$ cat config.mk
export PLATFORM = sky130hd
export DESIGN_NAME = rcm_divider
export DESIGN_NICKNAME = d
export VERILOG_FILES = /design/src/sv/rcm_pkg.sv /design/src/sv/rcm_divider.sv
export SDC_FILE = /design/constraint.sdc
export NUM_CORES = 1
export LEC_CHECK = 0
export ABC_AREA = 1
export BUFFER_PORTS_ARGS = -buffer_cell sky130_fd_sc_hd__buf_4
export CORE_ASPECT_RATIO = 0.8
export CORE_MARGIN = 2
export CORE_UTILIZATION = 35
export CTS_BUF_LIST = sky130_fd_sc_hd__clkbuf_4 sky130_fd_sc_hd__clkbuf_8
export DETAILED_ROUTE_END_ITERATION = 8
export PLACE_DENSITY = 0.49
export SKIP_LAST_GASP = 1
export SLEW_MARGIN = 25
export SYNTH_ARGS = -nofsm -noshare
export SYNTH_HDL_FRONTEND = slang
export SYNTH_SLANG_ARGS = --single-unit
$ cat constraint.sdc
create_clock -name i_clk -period 5.1 [get_ports i_clk]
set_clock_uncertainty 0.2 [all_clocks]
set_input_delay 0.765 -clock i_clk [delete_from_list [all_inputs] [get_ports i_clk]]
set_output_delay 0.765 -clock i_clk [all_outputs]
set_load 0.03 [all_outputs]
$ cat src/sv/rcm_pkg.sv
`default_nettype none
// ----------------------------------------------------------------------------
// rcm_pkg
// Shared constants, codes and types of the wire-density map unit.
// ----------------------------------------------------------------------------
package rcm_pkg;

    // grid and store geometry
    localparam int MAX_TILES_X = 64;
    localparam int MAX_TILES_Y = 64;
    localparam int RANGE_BINS  = 8;
    localparam int COORD_BITS  = 24;
    localparam int TX_W        = $clog2(MAX_TILES_X);
    localparam int TY_W        = $clog2(MAX_TILES_Y);
    localparam int BIN_W       = $clog2(RANGE_BINS);
    localparam int ADDR_W      = TX_W + TY_W;
    localparam int ROWS        = MAX_TILES_X * MAX_TILES_Y;
    localparam int WORD_W      = 32;

    // divider geometry
    localparam int DVD_W = 64;
    localparam int DEN_W = 2 * COORD_BITS;
    localparam int QUO_W = 32;
    localparam int DCNT_W = $clog2(DVD_W);

    // percent scale
    localparam logic [6:0] PCT_SCALE = 7'd100;

    // operations
    localparam logic [1:0] OP_CLEAR = 2'd0;
    localparam logic [1:0] OP_ADD   = 2'd1;
    localparam logic [1:0] OP_RBIN  = 2'd2;
    localparam logic [1:0] OP_RTOT  = 2'd3;

    // result status
    localparam logic [2:0] STAT_DONE   = 3'd0;
    localparam logic [2:0] STAT_SUPPLY = 3'd1;
    localparam logic [2:0] STAT_ASPECT = 3'd2;
    localparam logic [2:0] STAT_DEGEN  = 3'd3;
    localparam logic [2:0] STAT_SAT    = 3'd4;

    // configuration register indexes
    localparam logic [2:0] CFG_TILE_SIZE  = 3'd0;
    localparam logic [2:0] CFG_TILES_X    = 3'd1;
    localparam logic [2:0] CFG_TILES_Y    = 3'd2;
    localparam logic [2:0] CFG_EXTENT_X   = 3'd3;
    localparam logic [2:0] CFG_EXTENT_Y   = 3'd4;
    localparam logic [2:0] CFG_WIRE_WIDTH = 3'd5;
    localparam logic [2:0] CFG_ASP_LIMIT  = 3'd6;
    localparam logic [2:0] CFG_ASP_PINS   = 3'd7;

    // one tile row of the store: all bins of one tile
    typedef logic [RANGE_BINS-1:0][WORD_W-1:0] t_row;

    typedef struct packed {
        logic              start;
        logic [DVD_W-1:0]  dividend;
        logic [DEN_W-1:0]  divisor;
    } t_div_req;

    typedef struct packed {
        logic              busy;
        logic              done;
        logic [QUO_W-1:0]  quot;
        logic              ovf;
    } t_div_rsp;

    typedef struct packed {
        logic              we;
        logic [ADDR_W-1:0] waddr;
        t_row              wdata;
        logic              re;
        logic [ADDR_W-1:0] raddr;
    } t_mem_req;

endpackage
`default_nettype wire

$ cat src/sv/rcm_divider.sv
`default_nettype none
// ----------------------------------------------------------------------------
// rcm_divider
// Restoring divider, one quotient bit per cycle, 32-bit quotient with an overflow flag.
// ----------------------------------------------------------------------------
module rcm_divider import rcm_pkg::*; (
    input  wire      i_clk,
    input  wire      i_rst_n,
    input  t_div_req i_req,
    output t_div_rsp o_rsp
);

    logic              r_busy;
    logic              r_done;
    logic [DCNT_W-1:0] r_cnt;
    logic [DEN_W-1:0]  r_rem;
    logic [DEN_W-1:0]  r_den;
    logic [DVD_W-1:0]  r_dvd;
    logic [QUO_W:0]    r_q;
    logic              r_ovf;

    logic [DEN_W:0]    w_trial;
    logic [DEN_W:0]    w_diff;
    logic              w_ge;

    // one trial subtraction
    assign w_trial = {r_rem, r_dvd[DVD_W-1]};
    assign w_ge    = w_trial >= {1'b0, r_den};
    assign w_diff  = w_trial - {1'b0, r_den};

    // control
    always_ff @(posedge i_clk) begin
        if (!i_rst_n) begin
            r_busy <= 1'b0;
            r_done <= 1'b0;
        end else begin
            r_done <= 1'b0;
            if (i_req.start) begin
                r_busy <= 1'b1;
            end else if (r_busy && r_cnt == DCNT_W'(DVD_W - 1)) begin
                r_busy <= 1'b0;
                r_done <= 1'b1;
            end
        end
    end

    // datapath
    always_ff @(posedge i_clk) begin
        if (i_req.start) begin
            r_cnt <= '0;
            r_rem <= '0;
            r_den <= i_req.divisor;
            r_dvd <= i_req.dividend;
            r_q   <= '0;
            r_ovf <= 1'b0;
        end else if (r_busy) begin
            r_cnt <= r_cnt + 1'b1;
            r_rem <= w_ge ? w_diff[DEN_W-1:0] : w_trial[DEN_W-1:0];
            r_dvd <= {r_dvd[DVD_W-2:0], 1'b0};
            r_ovf <= r_ovf | r_q[QUO_W];
            r_q   <= {r_q[QUO_W-1:0], w_ge};
        end
    end

    assign o_rsp.busy = r_busy;
    assign o_rsp.done = r_done;
    assign o_rsp.quot = r_q[QUO_W-1:0];
    assign o_rsp.ovf  = r_ovf | r_q[QUO_W];

endmodule
`default_nettype wire

==> results of run 1 <==
[logic make-up (layout without fill, tap and decap cells)]
kind of cell	count (synthesis)	count (layout)	synth area share [%]
xor gates and xnor gates	23	23	1.61
AOI/OAI and AO/OA	88	88	4.18
buffers and inverters	400	538	13.3
adders and majority gates	50	50	5.07
and+or+nand+nor	1035	1035	34.5
DFF	202	202	41.4
[registers in the layout (all words and copies together), names as in the netlist]
register	count
r_ovf	1
r_cnt	6
r_busy	1
r_done	1
r_q	33
r_rem	48
r_den	48
r_dvd	64
[worst max-delay path, delay by kind of cell (launching register included)]
family,cells,cell delay (ps)
flops,1,360
buf+inv,2,150
compound gates,2,480
simple gates,9,1560
fa+ha+maj,1,280
[routing by layer]
metal,wire (um),up-vias
li1,-,5803
met1,18500,5011
met2,14700,278
met3,2570,42
met4,516,0
met5,0,-
[metrics by stage]
stage               setup WS (ps)  cells
detailed placement           1810   2341
global route                 1580   2408
finish                       1870   2408
floorplan                    1360   1798
global placement             1770   2340
CTS                          1840   2408
[final timing paths]
kind | startpoint | end | slack [ps]
hold / removal | i_req[9] | r_den[9] | 180
setup / recovery | r_den[31] | r_rem[41] | 1870
hold reg to reg | r_cnt[5] | r_cnt[5] | 270
setup reg to reg | r_den[31] | r_rem[41] | 1870
[cells in the final DEF (no fill, tap or decap), types with 32 or more instances in the layout]
cell	count
a21oi_1	32
nand3_1	97
nand2_1	698
nor2_1	132
o22ai_1	32
edfxtp_1	112
inv_1	310
dfxtp_1	89
clkbuf_8	41
nand4_1	58
buf_4	155
ha_1	49
[cell type report]
class | count | area [um2] | area share (%)
Sequential cell | 202 | 5170 | 35.3
Multi-Input combinational cell | 1196 | 5660 | 38.7
Clock buffer | 57 | 684 | 4.68
Clock inverter | 10 | 133 | 0.907
Timing Repair Buffer | 158 | 1210 | 8.30
Tap cell | 472 | 591 | 4.04
Inverter | 313 | 1180 | 8.04
[where the power goes]
group / total (W) / internal, W / switching [W]
registers: 0.00185 / 0.00182 / 0.0000256
logic: 0.000401 / 0.000145 / 0.000255
clock network: 0.00172 / 0.00101 / 0.000711
total: 0.00397 / 0.00298 / 0.000991
==> results_dict.tcl, run 1 <==
set metrics [dict create \
    status "finished, final reports clean" \
    fin_crit_sh_pct 63.4 \
    power_density_nw_per_um2 272 \
    nNetsFinal 2073 \
    clock.fmax_ghz 0.309 \
    syn_nets 1963 \
    cts_tree "built" \
    grt_pass1_wl_mm 58.7 \
    layout-drive-gt1-share_pct 12.7 \
    clk_path_buf_depth 3 \
    cts_made_buffers 37 \
    htree_levels 2 \
    crit_required_ps 5310 \
    setup_viol 0 \
    cts_hold_buf 0 \
    gr-usage-all-layers_pct 19.6 \
    grt_max_degree 99 \
    grt_pass1_vias 11000 \
    antenna_left 0 \
    path_cells "inv_1, ha_1, nand2_1, inv_1, nand2_1, nand2_1, a21oi_1, nand2_1, a21oi_1, nand3_4, nand2_4, nor2_2, nor2_1, nor2_1" \
    coreArea_um2 35000 \
    worstSetupStartpointType "flop" \
    diodes 0 \
    synth-edff-count 112 \
    dp_hpwl_mm 27.2 \
    route.detailed.drc 0 \
    final_cell_area_um2 14600 \
    met3_usage_pct 4.75 \
    portBuffers 149 \
    p_leak_nw 7.72 \
    timing.hold.ws_ps 180 \
    synthCells 1798 \
    row_count 61 \
    hold_depth 1 \
    post_cts_resized 0 \
    synth_flop_cell "edfxtp_1" \
    synthDistinctLibCells 39 \
    grt_use_met2_pct 28.2 \
    totalWireLength_mm 36.2 \
    dr.pass1.iters 6 \
    slowest_delay_ps 400 \
    insertion_delay_ps 560 \
    use_met1_pct 29.2 \
    avgSynthCellArea_um2 6.95 \
    yosys_register_bits 202 \
    synth.most_common_cell "nand2_1" \
    vias_per_cell 4.62 \
    die_w_um 215 \
    dieArea_um2 37200 \
    yosysWarningCount 0 \
    async_flop_share_pct 0 \
    ys_seq_area_share_pct 41.4 \
    holdCritPathClass "primary input to flop" \
    reg2reg_depth 14 \
    cts-root-buf "clkbuf_8" \
    cp.arrival_ps 3450 \
    antenna_found_initial 0 \
    maxCapViolCount 0 \
    initial_core_util_pct 35.7 \
    synth_area_um2 12500 \
    post_cts_buffers 0 \
    clkTransAtPathRegs_ps 60 \
    path_class "flop to flop" \
    netlist_top_cells_area "edfxtp_1, nand2_1, dfxtp_1, inv_1, ha_1" \
    via_count 11100 \
    grt-ovfl-total 0 \
    worst_pin_slew_ps 973 \
    finalHoldViolations 0 \
    worstSetupEndpointType "flop" \
    total_power_w 0.00397 \
    clock-sinks 202 \
    synth_top_area_share_pct 26.9 \
    ir_worst_vdd_uv 181 \
    synth_top_cells_by_count "nand2_1, inv_1, nor2_1" \
    avgRoutedWirePerCell_um 15.0 \
    globalplace.congestion 0.921 \
    first_iter_violations 708 \
    path_common_cell "nand2_1" \
    post-route-min-period_ps 3230 \
    synth_area_leader_cell "edfxtp_1" \
    fillers 3849 \
    critical_path.max_fanout 36 \
    io_pins 150 \
    rsz0062_at_grt "no" \
    drv_slew 0 \
    synthToLayoutAreaGrowth_pct 17.1 \
    max-slew-margin-rel_pct 35.1 \
    post_dp_cell_area_um2 13800 \
    tns_ps 0 \
    cp_slowest_cell "nand2_4" \
    final_util_pct 41.8 \
    die_height_um 173 \
    grt_busiest_layer "met1" \
]
Note: power is estimated with default switching activity, not from simulation.
==> run 2, diff against run 1 <==
==> constraint.sdc (replaced) <==
create_clock -name i_clk -period 3.4 [get_ports i_clk]
set_clock_uncertainty 0.2 [all_clocks]
set_input_delay 0.51 -clock i_clk [delete_from_list [all_inputs] [get_ports i_clk]]
set_output_delay 0.51 -clock i_clk [all_outputs]
set_load 0.03 [all_outputs]
==> run 2 against run 1 <==
Against the previous run: first-iteration DRC count increased by 2.7%; clock-buffer cell count grew 1; flip-flop and latch count did not move; global-route usage rose by 0.36 points; critical path type unchanged; critical endpoint is now r_rem[4]; fmax is 5.0% higher; clock power up 40%.
==> results_dict.tcl, run 2 (synthesis results as in run 1) <==
set metrics [dict create \
    row_count 61 \
    clock-sinks 202 \
    final_common_cell "nand2_1" \
    die_w_um 215 \
    reg2reg_from "r_den[32]" \
    cts_made_buffers 36 \
    insertion_delay_ps 570 \
    via_count 11500 \
    avgRoutedWirePerCell_um 15.1 \
    globalplace.congestion 0.960 \
    rr_endpoint "r_rem[4]" \
    dp_hpwl_mm 27.9 \
    tns_ps 0 \
    grt_max_degree 98 \
    path_class "flop to flop" \
    hold_end "r_dvd[42]" \
    rsz0062_at_grt "no" \
    dieArea_um2 37200 \
    clock.fmax_ghz 0.325 \
    drv_slew 0 \
    clkTransAtPathRegs_ps 60 \
    initial_core_util_pct 35.7 \
    fillers 3752 \
    power_density_nw_per_um2 381 \
    cp.arrival_ps 3370 \
    cts-root-buf "clkbuf_8" \
    largest_reg_flops 64 \
    post_cts_buffers 0 \
    fin_crit_sh_pct 90.6 \
    layout-drive-gt1-share_pct 12.3 \
    die_height_um 173 \
    setup_slack_ps 321 \
    portBuffers 149 \
    reg_top3 "r_dvd (64), r_den (48), r_rem (48)" \
    vias_per_cell 4.62 \
    crit_required_ps 3690 \
    use_met1_pct 30.3 \
    finalHoldViolations 0 \
    critical_path.max_fanout 20 \
    htree_levels 2 \
    cts_tree "built" \
    grt_busiest_layer "met1" \
    pre_cts_ws_ps 401 \
    worstSetupEndpointType "flop" \
    first_iter_violations 727 \
    seq_area_um2 5170 \
    max-slew-margin-rel_pct 37.1 \
    post_dp_cell_area_um2 13800 \
    clk_path_buf_depth 3 \
    setup_viol 0 \
    synthToLayoutAreaGrowth_pct 22.6 \
    hold_depth 3 \
    coreArea_um2 35000 \
    grt-ovfl-total 0 \
    worst_pin_slew_ps 943 \
    dr.pass1.iters 5 \
    worstSetupStartpointType "flop" \
    diodes 0 \
    route.detailed.drc 0 \
    io_pins 150 \
    reg2reg_depth 16 \
    totalWireLength_mm 37.5 \
    met3_usage_pct 4.19 \
    nNetsFinal 2147 \
    holdCritPathClass "primary input to flop" \
    most-common-layout-cells "nand2_1, inv_1, buf_4" \
    rrSetupSlack_ps 320 \
    top_register "r_dvd" \
    antenna_found_initial 0 \
    final_cell_area_um2 15300 \
    maxCapViolCount 0 \
    status "finished, final reports clean" \
    ir_worst_vdd_uv 261 \
    p_leak_nw 8.00 \
    gr-usage-all-layers_pct 19.9 \
    min_from "i_req[90]" \
    antenna_left 0 \
    multi_input_comb_area_um2 5660 \
    post-route-min-period_ps 3080 \
    grt_pass1_wl_mm 59.6 \
    grt_use_met2_pct 29.0 \
    grt_pass1_vias 11100 \
]
==> run 2: changes by cell type in the layout (fill, tap and decap cells not counted), sizes merged <==
cell	previous run	this run
clkbuf	57	58
clkinvlp	0	2
dlygate4sd3	0	71
clkinv	7	6
bufinv	3	0
buf	158	162
==> run 2: worst max-delay path: stages, from the launching register on <==
cell and delay, ps:
edfxtp_1 330, inv_1 40, ha_1 340, nand2_1 180
inv_1 70, nand2_1 70, nand2_1 100, a21oi_1 180
nand2_1 130, nand2_1 70, nand2_1 80, nor2_4 460
buf_4 380, nand4_1 120, nand3_1 120, nand2_1 50
inv_1 60
==> run 2: per-layer routing <==
| layer | share of wire (%) | routed length [um] | up-vias |
|---|---|---|---|
| met5 | 0 | 0 | - |
| met4 | 1.3 | 486 | 0 |
| met3 | 6.3 | 2380 | 38 |
| met2 | 40 | 15100 | 289 |
| met1 | 52 | 19600 | 5187 |
| li1 | - | - | 5953 |
==> run 2: power breakdown <==
| part | leakage, nW | internal [W] | total (W) | switching, W |
|---|---|---|---|---|
| clock network | 0.402 | 0.00133 | 0.00240 | 0.00107 |
| logic | 5.75 | 0.000273 | 0.000670 | 0.000396 |
| registers | 1.85 | 0.00273 | 0.00277 | 0.0000386 |
==> run 2: how the worst max path moves through the flow <==
stage | slack (ps) | from | cells past startpoint | endpoint
2_1_floorplan | 960 | i_req[112] | 4 | r_dvd[0]
3_3_place_gp | 390 | r_den[46] | 14 | r_rem[13]
3_5_place_dp | 400 | r_den[32] | 16 | r_rem[4]
4_1_cts | 350 | r_den[32] | 16 | r_rem[4]
5_1_grt | 50 | r_den[44] | 18 | r_rem[4]
6_report | 320 | r_den[32] | 16 | r_rem[4]
==> run 2: metrics by stage <==
step / cells / hold slack (ps) / utilization [%] / total power [W]
CTS: 2482 / 0.267 / 43.8 / 0.00594
detailed placement: 2345 / 261 / 39.6 / 0.00343
finish: 2482 / 36.5 / 43.8 / 0.00584
global placement: 2345 / 251 / 39.6 / 0.00342
floorplan: 1798 / 240 / - / 0.00318
global route: 2482 / 4.27 / 43.8 / 0.00614
==> run 2: repair_timing <==
| action | 4_1_cts | 5_1_grt |
|---|---|---|
| setup endpoints to repair | 0 | 0 |
| hold endpoints to repair | 72 | 0 |
| gates resized for setup | 0 | 0 |
| hold buffers | 71 | 0 |
==> run 2: layout make-up <==
cell class,count,area share (%)
multi-input combinational,1196,37.0
timing repair buffer,233,12.8
inverter,313,7.68
clock inverter,8,0.360
clock buffer,58,4.60
tap,472,3.86
sequential,202,33.7
==> run 3, diff against run 2 <==
--- a/config.mk
+++ b/config.mk
@@ -6,13 +6,14 @@
 export NUM_CORES = 1
 export LEC_CHECK = 0
 export ABC_AREA = 1
-export BUFFER_PORTS_ARGS = -buffer_cell sky130_fd_sc_hd__buf_4
+export CAP_MARGIN = 10
 export CORE_ASPECT_RATIO = 0.8
 export CORE_MARGIN = 2
 export CORE_UTILIZATION = 35
 export CTS_BUF_LIST = sky130_fd_sc_hd__clkbuf_4 sky130_fd_sc_hd__clkbuf_8
 export DETAILED_ROUTE_END_ITERATION = 8
-export PLACE_DENSITY = 0.49
+export DONT_BUFFER_PORTS = 1
+export PLACE_DENSITY = 0.45
 export SKIP_LAST_GASP = 1
 export SLEW_MARGIN = 25
 export SYNTH_ARGS = -nofsm -noshare
==> constraint.sdc (replaced) <==
create_clock -name i_clk -period 3.53 [get_ports i_clk]
set_clock_uncertainty 0.2 [all_clocks]
set_input_delay 0.5295 -clock i_clk [delete_from_list [all_inputs] [get_ports i_clk]]
set_output_delay 0.5295 -clock i_clk [all_outputs]
set_load 0.03 [all_outputs]
==> run 3 against run 2 <==
Against the previous run: non-clock buffer count is 109 lower; die area stayed put; clock power is essentially flat; clock-buffer cell count down 6; cell count decreased by 4.4%; via count is 2.6% lower; hold slack better by 190 ps; combinational power is 11% lower; core utilization shrank 1.9 points; flip-flop and latch count unchanged; largest power group unchanged.
==> results_dict.tcl, run 3 (synthesis results as in run 1) <==
set metrics [dict create \
    worstSetupStartpointType "flop" \
    cp.arrival_ps 3430 \
    finalHoldViolations 0 \
    largest_reg_flops 64 \
    drv_slew 0 \
    first_iter_violations 713 \
    clk_path_buf_depth 3 \
    clkTransAtPathRegs_ps 70 \
    dp_hpwl_mm 26.0 \
    htree_levels 2 \
    worst_pin_slew_ps 888 \
    final_cells 2374 \
    post-route-min-period_ps 3160 \
    fin_crit_sh_pct 89.4 \
    hold_depth 3 \
    total_power_w 0.00564 \
    layout-drive-gt1-share_pct 4.89 \
    clock-sinks 202 \
    rr_endpoint "r_rem[35]" \
    holdCritPathClass "primary input to flop" \
    vias_per_cell 4.70 \
    route.detailed.drc 0 \
    reg_top3 "r_dvd (64), r_den (48), r_rem (48)" \
    post_cts_buffers 0 \
    hold_end "r_rem[9]" \
    reg2reg_depth 12 \
    cts-root-buf "clkbuf_8" \
    globalplace.congestion 0.930 \
    grt_pass1_vias 11100 \
    rsz0062_at_grt "no" \
    pwr-share-seq_pct 47.4 \
    nNetsFinal 2038 \
    die_w_um 215 \
    coreArea_um2 35000 \
    wl_met1_mm 18.9 \
    antenna_found_initial 2 \
    avgRoutedWirePerCell_um 15.6 \
    via_count 11200 \
    cts_made_buffers 36 \
    top_layer "met4" \
    wl_met2_mm 15.3 \
    totalWireLength_mm 37.1 \
    row_count 61 \
    cts_tree "built" \
    ir_worst_vdd_uv 252 \
    reg2reg_from "r_den[33]" \
    clock.fmax_ghz 0.317 \
    grt_pass1_wl_mm 59.8 \
    status "finished, final reports clean" \
    p_leak_nw 7.45 \
    initial_core_util_pct 35.7 \
    post_dp_cell_area_um2 12700 \
    die_height_um 173 \
    critical_path.max_fanout 19 \
    insertion_delay_ps 590 \
    wl_met3_mm 2.30 \
    p_switching_w 0.00147 \
    p_int_w 0.00417 \
    setup_viol 0 \
    portBuffers 0 \
    path_class "flop to flop" \
    antenna_left 0 \
    tns_ps 0 \
    gr-usage-all-layers_pct 20.0 \
    p_clk_share_pct 42.0 \
    maxCapViolCount 0 \
    synthToLayoutAreaGrowth_pct 17.3 \
    power_density_nw_per_um2 385 \
    pwr-share-comb_pct 10.6 \
    crit_required_ps 3800 \
    grt_max_degree 132 \
    final_common_cell "nand2_1" \
    dieArea_um2 37200 \
    worstSetupEndpointType "flop" \
    most-common-layout-cells "nand2_1, inv_1, nor2_1" \
    dr.pass1.iters 6 \
    grt-ovfl-total 0 \
    max-slew-margin-rel_pct 40.4 \
    swShare_pct 26.1 \
    dp_cells 2192 \
    final_cell_area_um2 14600 \
    io_pins 150 \
    min_from "i_req[112]" \
    rrSetupSlack_ps 370 \
    top_register "r_dvd" \
]
[run 3: metal layers]
metal / global-route usage (%) / vias to the layer above
met2: 29.4 / 256
met3: 4.66 / 48
met1: 29.6 / 5131
met4: 4.86 / 0
met5: 0 / -
li1: - / 5729
[run 3: worst max-delay path by stage]
stage	slack (ps)	depth (start not counted)	start	end
after floorplan	20	4	i_req[112]	r_dvd[0]
after global placement	470	12	r_den[42]	r_rem[47]
after detailed placement	410	12	r_den[40]	r_rem[35]
after CTS	360	12	r_den[33]	r_rem[35]
after global routing	160	12	r_den[40]	r_rem[35]
final	370	12	r_den[33]	r_rem[35]
[run 3: area by class of cell]
type | instances | area [um2]
fill | 3797 | 20300
multi-input combinational | 1196 | 5660
sequential | 202 | 5170
timing repair buffer | 124 | 1290
inverter | 313 | 1180
clock buffer | 52 | 634
tap | 472 | 591
clock inverter | 13 | 123
antenna | 2 | 5.00
[run 3: through the flow]
step / util [%] / worst slack (ps) / hold slack [ps]
after floorplan: - / 21.4 / 240
after global placement: 36.4 / 467 / 250
after detailed placement: 36.4 / 407 / 261
after CTS: 41.9 / 361 / 188
after global routing: 41.9 / 164 / 206
final: 41.9 / 373 / 228
[run 3: what timing repair did]
| item | in CTS | in global routing |
|---|---|---|
| endpoints found under the setup margin | 0 | 0 |
| hold endpoints to repair | 183 | 0 |
| resized for setup | 0 | 0 |
| hold buffers | 115 | 0 |
[run 3: power groups by stage]
stage	sequential, W	combinational (W)	clock, W
6_report	0.00267	0.000597	0.00237
4_1_cts	0.00267	0.000600	0.00247
2_1_floorplan	0.00271	0.000350	0
5_1_grt	0.00269	0.000674	0.00255
3_3_place_gp	0.00272	0.000463	0
3_5_place_dp	0.00272	0.000460	0
[run 3: worst max-delay path, cell delays in order, from the launching register on]
cell,delay (ps)
edfxtp_1,330
inv_1,50
ha_1,350
nand2_1,130
nor2_1,230
nand2_1,160
nor3_1,360
nand4_1,340
nand3_4,370
nand2_4,240
nor2_1,170
nor2_1,60
nor2_1,70
